### config.mk
export PLATFORM = sky130hd
export DESIGN_NAME = gpio_controller_registers
export DESIGN_NICKNAME = d
export VERILOG_FILES = /design/src/design/gcr_pkg.sv /design/src/design/gpio_controller_registers.sv /design/src/design/gcr_ctrl.sv /design/src/design/gcr_datapath.sv
export VERILOG_INCLUDE_DIRS = /design/src /design/src/design
export SDC_FILE = /design/constraint.sdc
export NUM_CORES = 2
export LEC_CHECK = 0
export ABC_AREA = 1
export BUFFER_PORTS_ARGS = -buffer_cell sky130_fd_sc_hd__buf_2
export CAP_MARGIN = 20
export CORE_MARGIN = 1.5
export CORE_UTILIZATION = 62
export CTS_BUF_LIST = sky130_fd_sc_hd__clkbuf_8
export DETAILED_ROUTE_END_ITERATION = 10
export PLACE_DENSITY_LB_ADDON = 0.12
export SKIP_CTS_REPAIR_TIMING = 1
export SLEW_MARGIN = 40
export SYNTH_ARGS = -nofsm -noshare
export SYNTH_HDL_FRONTEND = slang
export SYNTH_HIERARCHICAL = 1
export SYNTH_SLANG_ARGS = --single-unit
### constraint.sdc
create_clock -name clk -period 19.21 [get_ports clk]
set_clock_uncertainty 0.05 [all_clocks]
set_input_delay 0.9605 -clock clk [delete_from_list [all_inputs] [get_ports clk]]
set_output_delay 0.9605 -clock clk [all_outputs]
set_load 0.02 [all_outputs]
### src/design/assert_macros.svh
// Assertion helpers for the design files.
`ifndef ASSERT_MACROS_SVH
`define ASSERT_MACROS_SVH

// Same-cycle implication, checked out of reset.
`define GCR_ASSERT_IMPLY(label, clk, rst_n, ante, cons) \
    label: assert property (@(posedge clk) disable iff (!rst_n) (ante) |-> (cons)) \
        else $error("gcr: same-cycle check failed");

// Next-cycle implication, checked out of reset.
`define GCR_ASSERT_NEXT(label, clk, rst_n, ante, cons) \
    label: assert property (@(posedge clk) disable iff (!rst_n) (ante) |=> (cons)) \
        else $error("gcr: next-cycle check failed");

`endif

### src/design/gcr_pkg.sv
package gcr_pkg;

    localparam int DEF_NUM_PINS = 54;
    localparam int CMD_W        = 2;
    localparam int IDX_W        = 5;
    localparam int DATA_W       = 32;

    // Function select layout: 3 bits per pin, 10 pins per word, 6 words.
    localparam int FSEL_W       = 3;
    localparam int FSEL_FIELDS  = 10;
    localparam int FSEL_REGS    = 6;
    localparam int FSEL_WORD_W  = FSEL_W * FSEL_FIELDS;
    localparam logic [FSEL_W-1:0] FSEL_OUTPUT = 3'b001;

    // Commands
    localparam logic [CMD_W-1:0] CMD_WRITE  = 2'd0;
    localparam logic [CMD_W-1:0] CMD_READ   = 2'd1;
    localparam logic [CMD_W-1:0] CMD_SAMPLE = 2'd2;

    // Register map (last index of each range)
    localparam logic [IDX_W-1:0] REG_FSEL_LAST = 5'd5;
    localparam logic [IDX_W-1:0] REG_SET_LAST  = 5'd7;
    localparam logic [IDX_W-1:0] REG_CLR_LAST  = 5'd9;
    localparam logic [IDX_W-1:0] REG_LEV_LAST  = 5'd11;
    localparam logic [IDX_W-1:0] REG_EDS_LAST  = 5'd13;
    localparam logic [IDX_W-1:0] REG_REN_LAST  = 5'd15;
    localparam logic [IDX_W-1:0] REG_FEN_LAST  = 5'd17;
    localparam logic [IDX_W-1:0] REG_PUD       = 5'd18;
    localparam logic [IDX_W-1:0] REG_PUDCLK1   = 5'd20;

    // Pull codes
    localparam logic [1:0] PULL_DOWN = 2'd1;
    localparam logic [1:0] PULL_UP   = 2'd2;

    localparam logic STATUS_OK       = 1'b0;
    localparam logic STATUS_UNMAPPED = 1'b1;

endpackage

### src/design/gpio_controller_registers.sv
// GPIO register block.
// Input stream (s_axis_*): one beat is a register write, a register read or a
// sample of the external pin levels, chosen by s_axis_tuser. Register writes
// and reads address the bank of function select, set, clear, level, event,
// rising/falling enable and pull registers through reg_index.
// Output stream (m_axis_*): one beat per input beat, in order, carrying the
// read data, the pin-facing outputs after the access and the two bank
// interrupt lines; m_axis_tuser flags an unmapped register index.
// The result appears in the cycle after the input beat is accepted.
// Throughput: one beat per cycle unless stalled; one result register sets both.
// While the receiver stalls, the result register holds its beat and
// s_axis_tready drops; when it is drained the same cycle a new beat may enter.
// Reset clears all pin state (all pins inputs, latch, enables, events and
// pulls zero) and empties the result register.
module gpio_controller_registers
#(
    parameter int NUM_PINS = gcr_pkg::DEF_NUM_PINS
)
(
    input  logic                                       clk,
    input  logic                                       rst_n,
    input  logic                                       s_axis_tvalid,
    output logic                                       s_axis_tready,
    // reg_index, write_data, pin_levels
    input  logic [((gcr_pkg::IDX_W + gcr_pkg::DATA_W + NUM_PINS + 7) / 8) * 8 - 1:0]
                                                       s_axis_tdata,
    // command
    input  logic [gcr_pkg::CMD_W-1:0]                  s_axis_tuser,
    output logic                                       m_axis_tvalid,
    input  logic                                       m_axis_tready,
    // read_data, out_level, out_enable, pull_up_mask, pull_down_mask,
    // irq_bank0, irq_bank1
    output logic [((gcr_pkg::DATA_W + 4 * NUM_PINS + 2 + 7) / 8) * 8 - 1:0]
                                                       m_axis_tdata,
    // status
    output logic                                       m_axis_tuser
);
    import gcr_pkg::*;

    `include "assert_macros.svh"

    localparam int M_TDATA_W = ((DATA_W + 4 * NUM_PINS + 2 + 7) / 8) * 8;
    localparam int LEV_LSB   = IDX_W + DATA_W;

    logic                load;
    logic [IDX_W-1:0]    reg_index;
    logic [DATA_W-1:0]   write_data;
    logic [NUM_PINS-1:0] pin_levels;
    logic [DATA_W-1:0]   read_data;
    logic [NUM_PINS-1:0] out_level;
    logic [NUM_PINS-1:0] out_enable;
    logic [NUM_PINS-1:0] pull_up_mask;
    logic [NUM_PINS-1:0] pull_down_mask;
    logic                irq_bank0;
    logic                irq_bank1;

    assign reg_index  = s_axis_tdata[IDX_W-1:0];
    assign write_data = s_axis_tdata[IDX_W +: DATA_W];
    assign pin_levels = s_axis_tdata[LEV_LSB +: NUM_PINS];

    gcr_ctrl u_ctrl
    (
        .clk     (clk),
        .rst_n   (rst_n),
        .s_valid (s_axis_tvalid),
        .s_ready (s_axis_tready),
        .m_valid (m_axis_tvalid),
        .m_ready (m_axis_tready),
        .load    (load)
    );

    gcr_datapath #(.NUM_PINS(NUM_PINS)) u_datapath
    (
        .clk            (clk),
        .rst_n          (rst_n),
        .load           (load),
        .command        (s_axis_tuser),
        .reg_index      (reg_index),
        .write_data     (write_data),
        .pin_levels     (pin_levels),
        .read_data      (read_data),
        .status         (m_axis_tuser),
        .out_level      (out_level),
        .out_enable     (out_enable),
        .pull_up_mask   (pull_up_mask),
        .pull_down_mask (pull_down_mask),
        .irq_bank0      (irq_bank0),
        .irq_bank1      (irq_bank1)
    );

    assign m_axis_tdata = M_TDATA_W'({irq_bank1, irq_bank0, pull_down_mask, pull_up_mask,
                                      out_enable, out_level, read_data});

    `GCR_ASSERT_NEXT(a_accept_gives_result, clk, rst_n,
        s_axis_tvalid && s_axis_tready, m_axis_tvalid)
    `GCR_ASSERT_IMPLY(a_no_overwrite_on_stall, clk, rst_n,
        m_axis_tvalid && !m_axis_tready, !s_axis_tready)
    `GCR_ASSERT_NEXT(a_sample_status_ok, clk, rst_n,
        s_axis_tvalid && s_axis_tready && s_axis_tuser == CMD_SAMPLE,
        m_axis_tuser == STATUS_OK)

endmodule

### src/design/gcr_ctrl.sv
module gcr_ctrl
(
    input  logic clk,
    input  logic rst_n,
    input  logic s_valid,
    output logic s_ready,
    output logic m_valid,
    input  logic m_ready,
    output logic load
);
    import gcr_pkg::*;

    localparam logic ST_EMPTY = 1'b0;
    localparam logic ST_FULL  = 1'b1;

    logic state_reg;
    logic state_next;

    // Take a new beat whenever the result register is empty or being drained.
    assign s_ready = (state_reg == ST_EMPTY) || m_ready;
    assign m_valid = (state_reg == ST_FULL);
    assign load    = s_valid && s_ready;

    always_comb
    begin
        state_next = state_reg;
        unique case (state_reg)
            ST_EMPTY:
            begin
                if (s_valid)
                begin
                    state_next = ST_FULL;
                end
            end
            ST_FULL:
            begin
                if (m_ready && !s_valid)
                begin
                    state_next = ST_EMPTY;
                end
            end
        endcase
    end

    always_ff @(posedge clk or negedge rst_n)
    begin
        if (!rst_n)
        begin
            state_reg <= ST_EMPTY;
        end
        else
        begin
            state_reg <= state_next;
        end
    end

endmodule

### src/design/gcr_datapath.sv
module gcr_datapath
#(
    parameter int NUM_PINS = gcr_pkg::DEF_NUM_PINS
)
(
    input  logic                        clk,
    input  logic                        rst_n,
    input  logic                        load,
    input  logic [gcr_pkg::CMD_W-1:0]   command,
    input  logic [gcr_pkg::IDX_W-1:0]   reg_index,
    input  logic [gcr_pkg::DATA_W-1:0]  write_data,
    input  logic [NUM_PINS-1:0]         pin_levels,
    output logic [gcr_pkg::DATA_W-1:0]  read_data,
    output logic                        status,
    output logic [NUM_PINS-1:0]         out_level,
    output logic [NUM_PINS-1:0]         out_enable,
    output logic [NUM_PINS-1:0]         pull_up_mask,
    output logic [NUM_PINS-1:0]         pull_down_mask,
    output logic                        irq_bank0,
    output logic                        irq_bank1
);
    import gcr_pkg::*;

    localparam int WIDE_W = 2 * DATA_W;

    // Pin state
    logic [FSEL_WORD_W-1:0] fsel_reg [FSEL_REGS];
    logic [FSEL_WORD_W-1:0] fsel_next [FSEL_REGS];
    logic [FSEL_WORD_W-1:0] fsel_mask [FSEL_REGS];
    logic [NUM_PINS-1:0]    latch_reg, latch_next;
    logic [NUM_PINS-1:0]    ren_reg, ren_next;
    logic [NUM_PINS-1:0]    fen_reg, fen_next;
    logic [NUM_PINS-1:0]    event_reg, event_next;
    logic [NUM_PINS-1:0]    sample_reg, sample_next;
    logic [NUM_PINS-1:0]    pu_reg, pu_next;
    logic [NUM_PINS-1:0]    pd_reg, pd_next;
    logic [1:0]             pull_ctl_reg, pull_ctl_next;

    // Result register
    logic [DATA_W-1:0]      rd_out_reg;
    logic                   status_out_reg;
    logic [NUM_PINS-1:0]    level_out_reg;
    logic [NUM_PINS-1:0]    oe_out_reg;
    logic [NUM_PINS-1:0]    pu_out_reg;
    logic [NUM_PINS-1:0]    pd_out_reg;
    logic                   irq0_out_reg;
    logic                   irq1_out_reg;

    logic [DATA_W-1:0]      rd_comb;
    logic                   status_comb;
    logic                   wr;
    logic                   bank;
    logic                   pudclk_bank;
    logic [2:0]             fsel_idx;
    logic [NUM_PINS-1:0]    wd_bits;
    logic [NUM_PINS-1:0]    bank_sel;
    logic [NUM_PINS-1:0]    pudclk_hit;
    logic [NUM_PINS-1:0]    oe_comb;
    logic [WIDE_W-1:0]      event_wide;

    function automatic logic [NUM_PINS-1:0] bank_bits(input logic [DATA_W-1:0] word,
                                                      input logic sel);
        logic [WIDE_W-1:0] wide;
        wide = sel ? {word, {DATA_W{1'b0}}} : {{DATA_W{1'b0}}, word};
        return wide[NUM_PINS-1:0];
    endfunction

    function automatic logic [DATA_W-1:0] bank_word(input logic [NUM_PINS-1:0] bits,
                                                    input logic sel);
        logic [WIDE_W-1:0] wide;
        wide = WIDE_W'(bits);
        return sel ? wide[WIDE_W-1:DATA_W] : wide[DATA_W-1:0];
    endfunction

    // Fields of pins past the last pin stay zero.
    always_comb
    begin
        for (int w = 0; w < FSEL_REGS; w++)
        begin
            for (int k = 0; k < FSEL_FIELDS; k++)
            begin
                fsel_mask[w][k*FSEL_W +: FSEL_W] =
                    (w * FSEL_FIELDS + k < NUM_PINS) ? {FSEL_W{1'b1}} : {FSEL_W{1'b0}};
            end
        end
    end

    assign wr          = (command == CMD_WRITE);
    assign bank        = reg_index[0];
    assign pudclk_bank = (reg_index == REG_PUDCLK1);
    assign fsel_idx    = reg_index[2:0];
    assign wd_bits     = bank_bits(write_data, bank);
    assign bank_sel    = bank_bits({DATA_W{1'b1}}, bank);
    assign pudclk_hit  = bank_bits(write_data, pudclk_bank);

    always_comb
    begin
        fsel_next     = fsel_reg;
        latch_next    = latch_reg;
        ren_next      = ren_reg;
        fen_next      = fen_reg;
        event_next    = event_reg;
        sample_next   = sample_reg;
        pu_next       = pu_reg;
        pd_next       = pd_reg;
        pull_ctl_next = pull_ctl_reg;
        rd_comb       = '0;
        status_comb   = STATUS_OK;

        if (command == CMD_SAMPLE)
        begin
            event_next  = event_reg
                        | (pin_levels & ~sample_reg & ren_reg)
                        | (~pin_levels & sample_reg & fen_reg);
            sample_next = pin_levels;
        end
        else if (command == CMD_WRITE || command == CMD_READ)
        begin
            priority if (reg_index > REG_PUDCLK1)
            begin
                status_comb = STATUS_UNMAPPED;
            end
            else if (reg_index <= REG_FSEL_LAST)
            begin
                if (wr)
                begin
                    fsel_next[fsel_idx] = write_data[FSEL_WORD_W-1:0] & fsel_mask[fsel_idx];
                end
                else
                begin
                    rd_comb = DATA_W'(fsel_reg[fsel_idx]);
                end
            end
            else if (reg_index <= REG_SET_LAST)
            begin
                if (wr)
                begin
                    latch_next = latch_reg | wd_bits;
                end
            end
            else if (reg_index <= REG_CLR_LAST)
            begin
                if (wr)
                begin
                    latch_next = latch_reg & ~wd_bits;
                end
            end
            else if (reg_index <= REG_LEV_LAST)
            begin
                if (!wr)
                begin
                    rd_comb = bank_word(sample_reg, bank);
                end
            end
            else if (reg_index <= REG_EDS_LAST)
            begin
                // write one to clear
                if (wr)
                begin
                    event_next = event_reg & ~wd_bits;
                end
                else
                begin
                    rd_comb = bank_word(event_reg, bank);
                end
            end
            else if (reg_index <= REG_REN_LAST)
            begin
                if (wr)
                begin
                    ren_next = (ren_reg & ~bank_sel) | wd_bits;
                end
                else
                begin
                    rd_comb = bank_word(ren_reg, bank);
                end
            end
            else if (reg_index <= REG_FEN_LAST)
            begin
                if (wr)
                begin
                    fen_next = (fen_reg & ~bank_sel) | wd_bits;
                end
                else
                begin
                    rd_comb = bank_word(fen_reg, bank);
                end
            end
            else if (reg_index == REG_PUD)
            begin
                if (wr)
                begin
                    pull_ctl_next = write_data[1:0];
                end
                else
                begin
                    rd_comb = DATA_W'(pull_ctl_reg);
                end
            end
            else
            begin
                // pudclk: latch the pull code into every pin written as 1
                if (wr)
                begin
                    pu_next = (pu_reg & ~pudclk_hit)
                            | (pudclk_hit & {NUM_PINS{pull_ctl_reg == PULL_UP}});
                    pd_next = (pd_reg & ~pudclk_hit)
                            | (pudclk_hit & {NUM_PINS{pull_ctl_reg == PULL_DOWN}});
                end
            end
        end
    end

    for (genvar p = 0; p < NUM_PINS; p++)
    begin : g_oe
        assign oe_comb[p] =
            (fsel_next[p / FSEL_FIELDS][(p % FSEL_FIELDS) * FSEL_W +: FSEL_W] == FSEL_OUTPUT);
    end

    assign event_wide = WIDE_W'(event_next);

    always_ff @(posedge clk or negedge rst_n)
    begin
        if (!rst_n)
        begin
            for (int w = 0; w < FSEL_REGS; w++)
            begin
                fsel_reg[w] <= '0;
            end
            latch_reg    <= '0;
            ren_reg      <= '0;
            fen_reg      <= '0;
            event_reg    <= '0;
            sample_reg   <= '0;
            pu_reg       <= '0;
            pd_reg       <= '0;
            pull_ctl_reg <= '0;
        end
        else if (load)
        begin
            fsel_reg     <= fsel_next;
            latch_reg    <= latch_next;
            ren_reg      <= ren_next;
            fen_reg      <= fen_next;
            event_reg    <= event_next;
            sample_reg   <= sample_next;
            pu_reg       <= pu_next;
            pd_reg       <= pd_next;
            pull_ctl_reg <= pull_ctl_next;
        end
    end

    always_ff @(posedge clk)
    begin
        if (load)
        begin
            rd_out_reg     <= rd_comb;
            status_out_reg <= status_comb;
            level_out_reg  <= latch_next;
            oe_out_reg     <= oe_comb;
            pu_out_reg     <= pu_next;
            pd_out_reg     <= pd_next;
            irq0_out_reg   <= |event_wide[DATA_W-1:0];
            irq1_out_reg   <= |event_wide[WIDE_W-1:DATA_W];
        end
    end

    assign read_data      = rd_out_reg;
    assign status         = status_out_reg;
    assign out_level      = level_out_reg;
    assign out_enable     = oe_out_reg;
    assign pull_up_mask   = pu_out_reg;
    assign pull_down_mask = pd_out_reg;
    assign irq_bank0      = irq0_out_reg;
    assign irq_bank1      = irq1_out_reg;

endmodule
==> impl_results.md <==
* Status: finished, final reports clean
* RR Endpoint: u_datapath/out_level[1]
* Die Area at 64,720 um^2
* Sink Count at 812
* Worst path most repeated cell: buf_4
* Final worst slack at 14,870 ps
* Fmax at 230.4 MHz
* Arr. time, crit path at 4840 ps
* Worst path slowest cell: clkinv_1
* Die H at 254.4 um
* Synth area leaders: dfrtp_1 (36%), edfxtp_1 (19%), nand2_1 (15%), o21ai_0 (8.8%), nand3_1 (3.9%)
* Top Usage Layer GRT: met2
* R2R cell count at 5
* Worst-Skew Late Latency at 810 ps
* Largest stage delay, worst path at 710 ps
* PortBufs at 349
* Num CTS Buffers at 136
* Drt initial violations at 4,993
* Die boundary width at 254.4 um
* FF-to-FF Start: u_ctrl/m_valid
* Hold Vio Cnt, Final at 0
* Distinct cells, synth at 43
* Worst Setup End Kind: register
* Initial antenna violation count at 13
* Place WS at 14,070 ps
* Antenna Violating Nets Remaining at 0
* Met3 GRT Util at 10.53%
* DP Area at 41,350 um^2
* DP HPWL at 82.54 mm
* GPL Wtd Cong at 0.9680
* Register Area at 21,580 um^2
* Largest net degree at the start of global routing at 159
* Post-synth top flop: dfrtp_1
* Worst Path Required at 19,710 ps
* Share of cells above drive strength 1 at 12.45%
* Area Growth Syn to Fin at 12.45%
* First-pass GRT wire length at 187.0 mm
* Slew Limit Fails at 0
* Met1 GRT Util at 53.97%
* Startpoint types: primary input
* Met2 Use GR at 55.17%
* Tightest Pin Transition at 937.4 ps
* Relative slew slack at 37.28%
* Max VDD drop at 74.45 uV
* Drt first pass iters at 7
* Post-Syn Area per Cell at 8.120 um^2
* Clock Tree Root: clkbuf_8
* Ys async rst share at 69.09%
* DRC errors left at 0
* GRT overflow at 0
* Post-synthesis register bit count at 812
* Final instance area at 44,060 um^2
* Synth area leader: dfrtp_1
* NumNets Final at 5,187
* Number of flops mapped to enable cells by yosys at 251
* Final Cycle Share at 22.59%
* Cell Pwr Density at 104.7 nW/um^2
* Routed len/inst at 20.67 um
* Clock Tree Buf Depth at 3
* Clock transition at path regs at 60 ps
* Layout fillers at 5,012
* WHS at 57.84 ps
* Area of the multi-input gates at 14,930 um^2
* Setup violators final at 0
* TritonCTS clock tree: yes
* # rows at 91
* Area share of the largest cell type after synthesis at 35.82%
* H-tree depth at 4
* Critical Path Fanout Max at 59
* Kind of critical path: primary input to register
* Sequential share of the synthesized area at 55.06%
* Setup TNS at 0 ps
* Hold Crit Class: primary input to async pin
* RSZ-0062 raised after global routing: false
* GRT Util Overall at 38.60%
* Min Tclk post-route at 4340 ps
* R2R Setup Slk at 15,290 ps
* Core area at 62,050 um^2
* Vias in the first global route at 32,255
* Syn Std Cell Area at 39,190 um^2
* Total wire length at 124.8 mm
* Number of max-cap violations at 0
* Vias at 35,816
* Initial Util at 63.15%
* Ports at 361
* CP Cell Sequence: buf_2 -> buf_4 -> inv_2 -> buf_4 -> nand2_1 -> buf_4 -> clkinv_1 -> buf_4 -> a21oi_1 -> nand2_1 -> a21oi_1
* Ys Warns at 6
* Gate count of the mapped netlist at 4,826
* Vias per std cell at 5.932
* Critical path startpoint: s_axis_tdata[4]
* Critical Path Sink: u_datapath/read_data[0]
* Pleak at 20.44 nW
Yosys cell counts, types with 45 or more instances:
cell type,number
a31oi_1,50
clkbuf_1,184
edfxtp_1,251
a21oi_1,151
o21ai_0,690
nand2_1,1551
nand3_1,302
inv_1,396
buf_2,62
dfrtp_1,561
and2_1,58
nor2_1,250
o211ai_1,45
o21ai_1,89
power breakdown:
group	internal, mW	switching [mW]
clock	0.785	0.725
combinational	0.279	0.617
sequential	2.07	0.138
total	3.13	1.48
stage by stage:
step                      cells  total power, mW  util [%]
after floorplan            4831            2.812         -
after global placement     5780            3.067     66.44
after detailed placement   5783            3.101     66.64
after CTS                  6031            4.605     70.94
after global routing       6036            4.833     71.00
final                      6038            4.612     71.01
worst max-delay path: cells and delay by family:
kind	cells	cell delay, ps
buffers and inverters	7	2850
AO/OA/AOI/OAI	2	590
AND/OR/NAND/NOR	2	360
cells by family (layout without fill, tap and decap cells):
logic type	Yosys count	count (layout)	synth area share, %
simple gates	2226	2226	23.10
other cells	1	12	0.009570
buf+inv	698	1062	7.053
mux	11	11	0.3161
compound gates	1078	1078	14.46
flops	812	812	55.06
worst min path at each step:
stage | startpoint | end | slack [ps] | depth (start not counted)
floorplan | u_datapath/latch_reg[20] | u_datapath/latch_reg[20] | 390 | 2
detailed placement | u_datapath/latch_reg[20] | u_datapath/latch_reg[20] | 410 | 2
CTS | rst_n | async pin | 40 | 1
global placement | u_datapath/latch_reg[20] | u_datapath/latch_reg[20] | 410 | 2
finish | rst_n | u_datapath/sample_reg[11] | 60 | 1
global route | rst_n | u_datapath/sample_reg[11] | 70 | 1
per-layer routing:
layer  vias to the layer above  routed length, um
met5                         -                 63
met4                        10               6574
li1                      16384                  -
met2                      2271              53840
met3                       364              15860
met1                     16787              48480
cell usage in the layout (no fill, tap or decap), drive strengths merged:
cell type and count:
a211oi 2, a21oi 152, a22oi 1, a31oi 50, and2 58, buf 400
bufinv 2, clkbuf 158, clkinv 34, clkinvlp 4, conb 6, dfrtp 561
diode 6, edfxtp 251, inv 464, mux2 11, nand2 1553, nand3 304
nand3b 1, nand4 7, nor2 258, nor3 35, nor3b 8, o2111ai 3
o211ai 45, o21a 4, o21ai 781, o21bai 4, o22ai 35, o31ai 1
or2 2
final cells by class:
type | count | share of cell area, %
timing repair buffer | 400 | 5.137
sequential | 812 | 48.96
multi-input combinational | 3321 | 33.89
clock inverter | 90 | 1.116
antenna | 6 | 0.03407
inverter | 414 | 3.552
clock buffer | 158 | 4.935
tap | 837 | 2.377
Note: power is estimated with default switching activity, not from simulation.
